[config.mk]
export PLATFORM = sky130hd
export DESIGN_NAME = glyph_template_matcher
export DESIGN_NICKNAME = d
export VERILOG_FILES = /design/src/rtl/gtm_pkg.sv /design/src/rtl/gtm_score.sv /design/src/rtl/gtm_argmax.sv /design/src/rtl/glyph_template_matcher.sv
export SDC_FILE = /design/constraint.sdc
export NUM_CORES = 2
export LEC_CHECK = 0
export ABC_AREA = 1
export BUFFER_PORTS_ARGS = -buffer_cell sky130_fd_sc_hd__buf_2
export CORE_MARGIN = 2
export CORE_UTILIZATION = 28
export DETAILED_ROUTE_END_ITERATION = 12
export HOLD_SLACK_MARGIN = 0.05
export SLEW_MARGIN = 20
export SYNTH_ARGS = -nofsm -noshare
export SYNTH_HDL_FRONTEND = slang
export SYNTH_HIERARCHICAL = 1
export SYNTH_SLANG_ARGS = --single-unit
[constraint.sdc]
create_clock -name clock -period 5.9 [get_ports clock]
set_clock_uncertainty 0.2 [all_clocks]
set_input_delay 0.295 -clock clock [delete_from_list [all_inputs] [get_ports clock]]
set_output_delay 0.295 -clock clock [all_outputs]
set_load 0.05 [all_outputs]
[src/rtl/gtm_pkg.sv]
// Shared constants, template ROM and helper functions for the glyph template matcher.
`default_nettype none

package gtm_pkg;

   localparam int unsigned ROM_SIZE           = 45;
   localparam int unsigned DEF_TEMPLATE_COUNT = 45;
   localparam int unsigned DEF_PATTERN_BITS   = 56;
   localparam int unsigned IDX_W              = 6;
   localparam int unsigned WORD_W             = 64;

   typedef struct packed {
      logic valid;
   } stage_ctl_type;

   localparam logic [WORD_W-1:0] TMPL_ROM [ROM_SIZE] = '{
      64'h001071B22C7FE0C1, 64'h00F90A17C87060FE, 64'h00FD02040810207F,
      64'h00FD060C183060FF, 64'h00FD0207C810207F, 64'h00FD0207C8102040,
      64'h00FD06040813A27C, 64'h0083060FF83060C1, 64'h003820408102041C,
      64'h00FE04081028617C, 64'h00830A268F112141, 64'h008102040810207F,
      64'h00838EAC983060C1, 64'h0083868C98B0E0C1, 64'h007D8E0C183071BE,
      64'h00FD0E0FF8102040, 64'h007D8E0C1838DF03, 64'h00FD0E0FF9112141,
      64'h007F0203E02040FE, 64'h00FE204081020408, 64'h0083060C183060BE,
      64'h0083060A244A9B14, 64'h0083060A24450A08, 64'h008288A081051141,
      64'h008288A081020408, 64'h00FE08208208207F, 64'h001061408102043E,
      64'h003888104104107E, 64'h00388811C040911C, 64'h0000106144913F04,
      64'h00FD03E42040911C, 64'h007D06058C90A13C, 64'h00FE041041041040,
      64'h00790A13C850A13C, 64'h007D0A33A040911C, 64'h00790A142850A13C,
      64'h0000000000000008, 64'h0010204081020008, 64'h0038881041040010,
      64'h0000000080000410, 64'h00144BF9429FD228, 64'h0000000080000400,
      64'h007D060DDAB7A03E, 64'h001020408102043E, 64'h0000000000000000
   };

   // Slots past the stored templates read as an all-zero pattern.
   function automatic logic [WORD_W-1:0] tmpl_word(input logic [IDX_W-1:0] idx);
      logic [WORD_W-1:0] w;
      w = '0;
      if (idx < IDX_W'(ROM_SIZE)) begin
         w = TMPL_ROM[idx];
      end
      return w;
   endfunction

   function automatic logic [3:0] pop8(input logic [7:0] v);
      logic [3:0] n;
      n = '0;
      for (int i = 0; i < 8; i++) begin
         n = n + 4'(v[i]);
      end
      return n;
   endfunction

   // One register stage after every second compare level, and after the last one.
   function automatic int unsigned tree_stages(input int unsigned levels);
      return (levels + 1) / 2;
   endfunction

endpackage

`default_nettype wire

[src/rtl/gtm_score.sv]
// Two-stage XOR and bit-count scoring of one glyph against every template.
`default_nettype none

module gtm_score #(
   parameter int unsigned TEMPLATE_COUNT = gtm_pkg::DEF_TEMPLATE_COUNT,
   parameter int unsigned PATTERN_BITS   = gtm_pkg::DEF_PATTERN_BITS,
   parameter int unsigned SCORE_W        = 6
) (
   input  wire logic                          clock,
   input  wire logic                          reset,
   input  wire gtm_pkg::stage_ctl_type        in_ctl,
   input  wire logic [PATTERN_BITS-1:0]       in_glyph,
   output gtm_pkg::stage_ctl_type             out_ctl,
   output logic [TEMPLATE_COUNT*SCORE_W-1:0]  out_scores
);
   import gtm_pkg::*;

   localparam int unsigned CHUNKS  = (PATTERN_BITS + 7) / 8;
   localparam int unsigned CHUNK_W = CHUNKS * 8;

   logic [3:0]         cnt_in  [TEMPLATE_COUNT][CHUNKS];
   logic [3:0]         cnt_ff  [TEMPLATE_COUNT][CHUNKS];
   logic [SCORE_W-1:0] score_in [TEMPLATE_COUNT];
   logic [SCORE_W-1:0] score_ff [TEMPLATE_COUNT];
   logic               cnt_vld_ff;
   logic               score_vld_ff;

   for (genvar t = 0; t < TEMPLATE_COUNT; t++) begin : g_tmpl
      localparam logic [WORD_W-1:0] TW = tmpl_word(IDX_W'(t));
      logic [CHUNK_W-1:0] diff_bits;

      assign diff_bits = CHUNK_W'(in_glyph ^ TW[PATTERN_BITS-1:0]);

      for (genvar c = 0; c < CHUNKS; c++) begin : g_chunk
         assign cnt_in[t][c] = pop8(diff_bits[c*8 +: 8]);
      end

      // Differing and agreeing counts; the larger one is the score.
      always_comb begin
         logic [SCORE_W-1:0] diff;
         logic [SCORE_W-1:0] same;
         diff = '0;
         for (int c = 0; c < CHUNKS; c++) begin
            diff = diff + SCORE_W'(cnt_ff[t][c]);
         end
         same = SCORE_W'(PATTERN_BITS) - diff;
         score_in[t] = (diff > same) ? diff : same;
      end

      assign out_scores[t*SCORE_W +: SCORE_W] = score_ff[t];
   end

   always_ff @(posedge clock) begin
      cnt_ff   <= cnt_in;
      score_ff <= score_in;
   end

   always_ff @(posedge clock) begin
      if (reset) begin
         cnt_vld_ff   <= 1'b0;
         score_vld_ff <= 1'b0;
      end else begin
         cnt_vld_ff   <= in_ctl.valid;
         score_vld_ff <= cnt_vld_ff;
      end
   end

   assign out_ctl.valid = score_vld_ff;

endmodule

`default_nettype wire

[src/rtl/gtm_argmax.sv]
// Registered compare tree that picks the highest score, lower index on a tie.
`default_nettype none

module gtm_argmax #(
   parameter int unsigned TEMPLATE_COUNT = gtm_pkg::DEF_TEMPLATE_COUNT,
   parameter int unsigned SCORE_W        = 6
) (
   input  wire logic                          clock,
   input  wire logic                          reset,
   input  wire gtm_pkg::stage_ctl_type        in_ctl,
   input  wire logic [TEMPLATE_COUNT*SCORE_W-1:0] in_scores,
   output gtm_pkg::stage_ctl_type             out_ctl,
   output logic [SCORE_W-1:0]                 out_best_score,
   output logic [gtm_pkg::IDX_W-1:0]          out_best_idx
);
   import gtm_pkg::*;

   localparam int unsigned LEVELS = $clog2(TEMPLATE_COUNT);
   localparam int unsigned LEAVES = 1 << LEVELS;
   localparam int unsigned NODE_W = SCORE_W + IDX_W;

   // Each node holds the score above the template index.
   logic [NODE_W-1:0] node [LEVELS+1][LEAVES];
   logic              vld  [LEVELS+1];

   // Padding leaves carry a zero score, which no real template can tie.
   for (genvar i = 0; i < LEAVES; i++) begin : g_leaf
      if (i < TEMPLATE_COUNT) begin : g_real
         assign node[0][i] = {in_scores[i*SCORE_W +: SCORE_W], IDX_W'(i)};
      end else begin : g_pad
         assign node[0][i] = '0;
      end
   end
   assign vld[0] = in_ctl.valid;

   for (genvar l = 0; l < LEVELS; l++) begin : g_level
      localparam int unsigned WIDTH = LEAVES >> (l + 1);
      localparam bit          REG   = (l % 2 == 1) || (l == LEVELS - 1);

      for (genvar j = 0; j < LEAVES; j++) begin : g_node
         if (j < WIDTH) begin : g_used
            logic [NODE_W-1:0] win;
            logic [NODE_W-1:0] lo;
            logic [NODE_W-1:0] hi;
            assign lo  = node[l][2*j];
            assign hi  = node[l][2*j+1];
            assign win = (hi[NODE_W-1:IDX_W] > lo[NODE_W-1:IDX_W]) ? hi : lo;
            if (REG) begin : g_reg
               always_ff @(posedge clock) begin
                  node[l+1][j] <= win;
               end
            end else begin : g_wire
               assign node[l+1][j] = win;
            end
         end else begin : g_idle
            assign node[l+1][j] = '0;
         end
      end

      if (REG) begin : g_vreg
         always_ff @(posedge clock) begin
            if (reset) begin
               vld[l+1] <= 1'b0;
            end else begin
               vld[l+1] <= vld[l];
            end
         end
      end else begin : g_vwire
         assign vld[l+1] = vld[l];
      end
   end

   assign out_ctl.valid  = vld[LEVELS];
   assign out_best_score = node[LEVELS][0][NODE_W-1:IDX_W];
   assign out_best_idx   = node[LEVELS][0][IDX_W-1:0];

endmodule

`default_nettype wire

[src/rtl/glyph_template_matcher.sv]
// Top level: nearest-template matcher for 8x7 binary glyphs.
// An item passes the input, scoring, tree and output registers on its way to rsp_strobe.
// One item is taken every cycle; busy stays low because every stage advances each cycle.
// Results are strobed for one cycle and the receiver cannot stall them.
// Synchronous reset clears all valid bits; payload registers are not reset.
`default_nettype none

module glyph_template_matcher #(
   parameter int unsigned TEMPLATE_COUNT = gtm_pkg::DEF_TEMPLATE_COUNT,
   parameter int unsigned PATTERN_BITS   = gtm_pkg::DEF_PATTERN_BITS,
   localparam int unsigned SCORE_W       = $clog2(PATTERN_BITS + 1)
) (
   input  wire logic                        clock,
   input  wire logic                        reset,
   input  wire logic                        start,
   output logic                             busy,
   input  wire logic [PATTERN_BITS-1:0]     req_glyph_bits,
   output logic                             rsp_strobe,
   output logic [gtm_pkg::IDX_W-1:0]        rsp_match_index,
   output logic [PATTERN_BITS-1:0]          rsp_match_pattern,
   output logic [SCORE_W-1:0]               rsp_match_score
);
   import gtm_pkg::*;

   localparam int unsigned LATENCY = 4 + tree_stages($clog2(TEMPLATE_COUNT));

   logic                              in_vld_ff;
   logic [PATTERN_BITS-1:0]           glyph_ff;
   stage_ctl_type                     in_ctl;
   stage_ctl_type                     score_ctl;
   stage_ctl_type                     best_ctl;
   logic [TEMPLATE_COUNT*SCORE_W-1:0] scores;
   logic [SCORE_W-1:0]                best_score;
   logic [IDX_W-1:0]                  best_idx;
   logic [WORD_W-1:0]                 best_word;
   logic [PATTERN_BITS-1:0]           pat_in;
   logic                              out_vld_ff;
   logic [IDX_W-1:0]                  idx_ff;
   logic [PATTERN_BITS-1:0]           pat_ff;
   logic [SCORE_W-1:0]                score_ff;

   assign busy = 1'b0;

   always_ff @(posedge clock) begin
      if (reset) begin
         in_vld_ff <= 1'b0;
      end else begin
         in_vld_ff <= start && !busy;
      end
   end

   always_ff @(posedge clock) begin
      glyph_ff <= req_glyph_bits;
   end

   assign in_ctl.valid = in_vld_ff;

   gtm_score #(
      .TEMPLATE_COUNT (TEMPLATE_COUNT),
      .PATTERN_BITS   (PATTERN_BITS),
      .SCORE_W        (SCORE_W)
   ) u_score (
      .clock      (clock),
      .reset      (reset),
      .in_ctl     (in_ctl),
      .in_glyph   (glyph_ff),
      .out_ctl    (score_ctl),
      .out_scores (scores)
   );

   gtm_argmax #(
      .TEMPLATE_COUNT (TEMPLATE_COUNT),
      .SCORE_W        (SCORE_W)
   ) u_argmax (
      .clock          (clock),
      .reset          (reset),
      .in_ctl         (score_ctl),
      .in_scores      (scores),
      .out_ctl        (best_ctl),
      .out_best_score (best_score),
      .out_best_idx   (best_idx)
   );

   // The winning bitmap is looked up again from the ROM by its index.
   assign best_word = tmpl_word(best_idx);
   assign pat_in    = best_word[PATTERN_BITS-1:0];

   always_ff @(posedge clock) begin
      if (reset) begin
         out_vld_ff <= 1'b0;
      end else begin
         out_vld_ff <= best_ctl.valid;
      end
   end

   always_ff @(posedge clock) begin
      idx_ff   <= best_idx;
      pat_ff   <= pat_in;
      score_ff <= best_score;
   end

   assign rsp_strobe        = out_vld_ff;
   assign rsp_match_index   = idx_ff;
   assign rsp_match_pattern = pat_ff;
   assign rsp_match_score   = score_ff;

   a_accept_gives_result : assert property (@(posedge clock) disable iff (reset)
      (start && !busy) |-> ##LATENCY rsp_strobe)
      else $error("accepted item produced no result at the expected cycle");

   a_no_spurious_result : assert property (@(posedge clock) disable iff (reset)
      !start |-> ##LATENCY !rsp_strobe)
      else $error("result strobed without a matching accepted item");

   a_index_in_range : assert property (@(posedge clock) disable iff (reset)
      rsp_strobe |-> ({1'b0, rsp_match_index} < (IDX_W + 1)'(TEMPLATE_COUNT)))
      else $error("winning index beyond the template count");

   a_score_at_least_half : assert property (@(posedge clock) disable iff (reset)
      rsp_strobe |-> ({1'b0, rsp_match_score, 1'b0} >= (SCORE_W + 2)'(PATTERN_BITS)))
      else $error("winning score below half the pattern width");

endmodule

`default_nettype wire
## Word level (Yosys, flattened, before mapping)

Memory sizes are Yosys's and may differ from the RTL's. A register that Yosys moved wholly into a read port is not among the register bits.
Index checks and enable logic that the tools add are counted.

| storage, ports and cells | value |
|---|---|
| memories | 1 |
| logic and storage cells | 2620 |
| memory bits (read-only) | 4096 |
| flip-flop bits (word level) | 1725 |

Memory list:

| name | depth | width | rd ports | clocked after Yosys merged registers in | wr ports | RTL line | RTL |
|---|---|---|---|---|---|---|---|
| (name not given) | 64 | 64 | 1 | 1 | 0 | gtm_pkg.sv:39 | `w = TMPL_ROM[idx];` |

| operators by class | value |
|---|---|
| reduce and logical (&&, ||, !) cells | 1 |
| bitwise gates (word level) | 45 |
| add/subtract/negate cells | 2021 |
| $lt $le $gt $ge | 93 |
| muxes and demuxes | 91 |

Operators by type and width:

| cell | count |
|---|---|
| $add 4x1->4 | 1552 |
| $add 6x4->6 | 225 |
| $mux 12 | 46 |
| $gt 6x6->1 | 89 |
| $add 1x1->2 | 153 |
| $mux 6 | 45 |
| $sub 6x6->6 const A | 45 |
| $add 4x4->5 | 45 |
| $not 22->22 | 5 |
| $not 21->21 | 5 |
| $not 26->26 | 4 |
| $not 19->19 | 4 |
| $not 14->14 | 5 |
| $not 20->20 | 3 |
| $not 25->25 | 2 |
| $not 16->16 | 3 |
| $not 29->29 | 1 |
| $not 27->27 | 1 |
| $not 12->12 | 2 |
| $not 23->23 | 1 |
| $gt 1x6->1 const A | 3 |
| $not 17->17 | 1 |
| $not 15->15 | 1 |
| $not 11->11 | 1 |
| 9 further kinds | 9 |

## Depth between registers and ports, before layout

| logic depth | value |
|---|---|
| depth in word-level cells | 9 |
| gate-level depth with buffers | 23 |

## Hierarchy

The synthesis kept the hierarchy.

By module, submodules not included:

| module | cells each | times used | area an instance (um^2) | sequential area each (um^2) |
|---|---|---|---|---|
| gtm_score | 8142 | 1 | 75551.2 | 16696.0 |
| gtm_argmax | 2457 | 1 | 15476.1 | 2822.7 |
| glyph_template_matcher | 634 | 1 | 4877.2 | 2502.4 |

## Least setup slack after synthesis

No wires, ideal clock.

| timing path | value |
|---|---|
| kind | register to register |
| from | register u_score/cnt_ff[679] (netlist bit) |
| to | register u_score.score_ff, in the netlist u_score/out_scores[123] |
| arrival time | 4435 ps |
| cell stages (with the launch flop) | 21 |
| required time | 5588 ps |
| period minus slack after synthesis | 4748 ps |
| setup slack | 1152 ps |
| path through | dfxtp_1 -> inv_1 -> fa_1 -> fa_1 -> inv_1 -> fa_1 -> inv_1 -> fa_1 -> inv_1 -> ha_1 -> or2_2 -> nand3_1 -> nand2_1 -> ha_1 -> nand3_1 -> nor2_1 -> nand2_1 -> nand2_1 -> nand2_1 -> nand2_1 -> nand2_1 |

RTL lines:

| element | RTL line | RTL |
|---|---|---|
| start, declared | gtm_score.sv:22 | `logic [3:0] cnt_ff [TEMPLATE_COUNT][CHUNKS];` |
| start signal, assigned | gtm_score.sv:54 | `cnt_ff <= cnt_in;` |
| end signal, assigned | gtm_score.sv:55 | `score_ff <= score_in;` |
| end, declared | gtm_score.sv:24 | `logic [SCORE_W-1:0] score_ff [TEMPLATE_COUNT];` |

==> flow_summary.toml <==
[run_status]
status = "completed"

[logic_synthesis]
synth_top_family_by_area = "adder cells"
synth-compound-area-share_pct = 2.104
yosysWarnings = 6
netlist_area_um2 = 95900
synth_seq_cells = 1100
synth_fa_ha_area_share_pct = 41.52
synth_edf_count = 0
syn_nets = 13740
synthFlopType = "dfxtp_1"
synth.distinct_cells = 47
synth_cells = 11230
async_flop_share_pct = 0
seq_area_frac_synth_pct = 22.96
postSynthAreaPerCell_um2 = 8.538
synth_mux_area_share_pct = 0.05219
synth_xor_area_share_pct = 3.125
synthSimpleGateAreaFrac_pct = 18.80

[timing]
rsz0062_at_grt = "false"
worstMarginPinSlew_ns = 1.178
setup_viol = 0
hold_viol_final = 0
finalMaxSlewViolations = 0
fin_crit_ns = 5.519
finalSetupTns_ns = 0
max_freq_mhz = 181.2
slew_headroom_pct = 20.96
period_share_pct = 93.55

[die]
core_area_um2 = 340300
die_y_um = 589.3
io_pins = 129
dieArea_um2 = 347200
start_util_pct = 28.18
die_w_um = 589.3
rows = 214

[run]
cap_violations = 0

[placed_design]
io_buffer_count = 127
gp_congestion = 0.9797
hpwl_um = 254100

[global_routing]
antenna_found_initial = 17
grt_max_degree = 41
grt_pass1_vias = 71330
grt_overflow = 0
grt_pass1_wl_um = 443700
gr-usage-all-layers_pct = 17.12

[layout]
seq_area_um2 = 22020
mostFrequentLayoutCell = "inv_1"
area_growth_syn_to_layout_pct = 13.44
multi_input_area_um2 = 62930
final_nets = 14180
drive_gt1_share_pct = 5.901
layout_common_cells = "2825 x inv_1, 2225 x nand2_1, 1226 x fa_1"
nFillCells = 35450

[worst_setup_path]
crit_arrival_ns = 6.03
critical_path_class = "reg2reg"
end_kind = "flip-flop"
path_max_fanout = 5
critPathMaxStageDelay_ns = 0.70
cp_num_buf_inv = 4
path_cells = "inv_1 -> buf_4 -> fa_1 -> inv_1 -> fa_1 -> fa_1 -> fa_1 -> fa_1 -> xnor2_1 -> inv_1 -> o21ai_0 -> ha_1 -> nand3_1 -> nor2_1 -> nor2_1 -> nand2_1 -> nand2_1 -> nand2_1 -> nand2_1"
slowest_stage = "fa_1"
start_kind = "flip-flop"
cp_top_family = "adder cells"
crit_required_ns = 6.41
cpMostUsedCell = "fa_1"

[cts]
cts_tree = "done"
clock_sinks = 1100
clk_pin_slew_ns = 0.06
htreeDepth = 4
clockRootBuffer = "clkbuf_16"
post_cts_buffers = 0
clockBufferDepth = 4
clkLatencyLatePin_ns = 0.86
cts_buffers = 141

[detailed_routing]
drc = 0
firstDrtPassIters = 6
wirelength_um = 298800
wl_per_cell_um = 18.31
drt_iter0_markers = 5166
vias_per_cell = 4.397
ant_nets = 0
vias = 71750

[worst_hold_path]
worst_hold_path_type = "in2reg"
-- through the flow --
step | hold WS [ns] | area, um^2 | worst slack, ns | std cells | utilization (%)
2_1_floorplan | 0.1096 | 95900 | 1.152 | 11230 | -
4_1_cts | 0.06374 | 108800 | 0.4730 | 16310 | 31.97
5_1_grt | 0.08400 | 108800 | 0.05120 | 16320 | 31.97
3_3_place_gp | 0.1099 | 102700 | 0.5614 | 15950 | 30.18
6_report | 0.08084 | 108800 | 0.3808 | 16320 | 31.97
3_5_place_dp | 0.1121 | 102700 | 0.5051 | 15950 | 30.18
-- registers in the layout (all words and copies together), names as in the netlist --
name                               cells
glyph_ff                              56
u_argmax/out_best_score                6
rsp_match_index                        6
rsp_match_score                        6
u_argmax/g_level.g_node.g_used.lo     69
u_argmax/out_best_idx                  6
u_argmax/out_ctl                       1
u_argmax/g_level.g_node.g_used.hi     57
u_argmax/vld                           2
u_score/out_scores                   270
u_score/cnt_ff                       562
u_score/cnt_vld_ff                     1
in_ctl                                 1
rsp_match_pattern                     55
rsp_strobe                             1
u_score/out_ctl                        1
-- area by class of cell --
class,count,area share [%]
sequential,1100,20.24
antenna,6,0.01380
timing repair buffer,345,2.367
clock buffer,182,3.654
tap,4536,5.216
clock inverter,68,0.8579
multi-input combinational,7239,57.84
inverter,2844,9.812
-- synthesized netlist by cell type (2+ instances only) --
master	number	area (um^2)
o21bai_1	17	127.6
nor2_4	7	78.83
inv_2	17	63.81
nand2_2	52	325.3
and2_1	85	531.8
nand3_1	1138	5695
o21a_1	4	30.03
clkbuf_1	18	67.56
nand3_4	12	210.2
xor2_1	97	849.6
mux2i_1	5	50.05
nor2_1	329	1235
o21ai_2	2	17.52
nor3_1	32	160.2
and3_1	2	12.51
nand3b_1	4	30.03
nand2_4	6	67.56
nand3_2	47	470.5
buf_2	17	85.08
a31oi_1	8	50.05
dfxtp_1	1100	22020
a21oi_1	205	1026
o211ai_1	2	15.01
nand4_1	50	312.8
buf_6	5	56.30
buf_4	10	75.07
nor2_2	28	175.2
ha_1	1221	15280
o21ai_1	12	60.06
nor2_8	3	60.06
xnor2_1	232	2032
fa_1	1226	24540
xnor2_4	3	82.58
nand2_1	2225	8352
o21ai_0	127	635.6
xor2_2	2	32.53
inv_1	2827	10610
conb_1	2	7.510
or2_2	46	287.8
-- final timing paths --
| kind | slack (ns) | from | to | cells past startpoint |
|---|---|---|---|---|
| setup / recovery | 0.38 | u_score/cnt_ff[62]$_DFF_P_ | u_score/out_scores[187]$_DFF_P_ | 19 |
| hold / removal | 0.08 | req_glyph_bits[14] | glyph_ff[14]$_DFF_P_ | 2 |
| setup reg to reg | 0.38 | u_score/cnt_ff[62]$_DFF_P_ | u_score/out_scores[187]$_DFF_P_ | 19 |
| hold reg to reg | 0.12 | u_argmax/out_best_score[0]$_DFF_P_ | rsp_match_score[0]$_DFF_P_ | 0 |
-- worst register-to-register path, cell delays in order, from the launching register on --
cell and delay (ns):
dfxtp_1 0.35, inv_1 0.24, buf_4 0.26, fa_1 0.55, inv_1 0.07, fa_1 0.51
fa_1 0.70, fa_1 0.53, fa_1 0.49, xnor2_1 0.36, inv_1 0.11, o21ai_0 0.10
ha_1 0.27, nand3_1 0.11, nor2_1 0.05, nor2_1 0.12, nand2_1 0.12, nand2_1 0.14
nand2_1 0.06, nand2_1 0.06
-- repair_timing --
action / in CTS / in global routing
resized for setup: 0 / 0
hold buffers: 116 / 0
endpoints found under the hold margin: 63 / 0
-- kinds of logic (layout without fill, tap and decap cells) --
group           Yosys count  after routing
compound gates          383            383
xor+xnor                334            334
fa+ha+maj              2447           2447
buf+inv                2894           3439
flops                  1100           1100
mux                       5              5
other cells               2              8
simple gates           4068           4068
-- per-layer routing --
metal / part of all wire (%) / vias to the layer above / routed length, um / global-route usage (%)
met2: 45 / 2208 / 133100 / 27.55
met3: 7.4 / 520 / 22100 / 3.020
met4: 4.9 / 8 / 14690 / 7.382
li1: - / 34890 / - / -
met1: 43 / 34130 / 128800 / 22.50
met5: 0.022 / - / 66 / 0
Power is left out: the tool's default activity adds up to more than one toggle a clock period on the data nets, which glitch-free logic cannot reach.
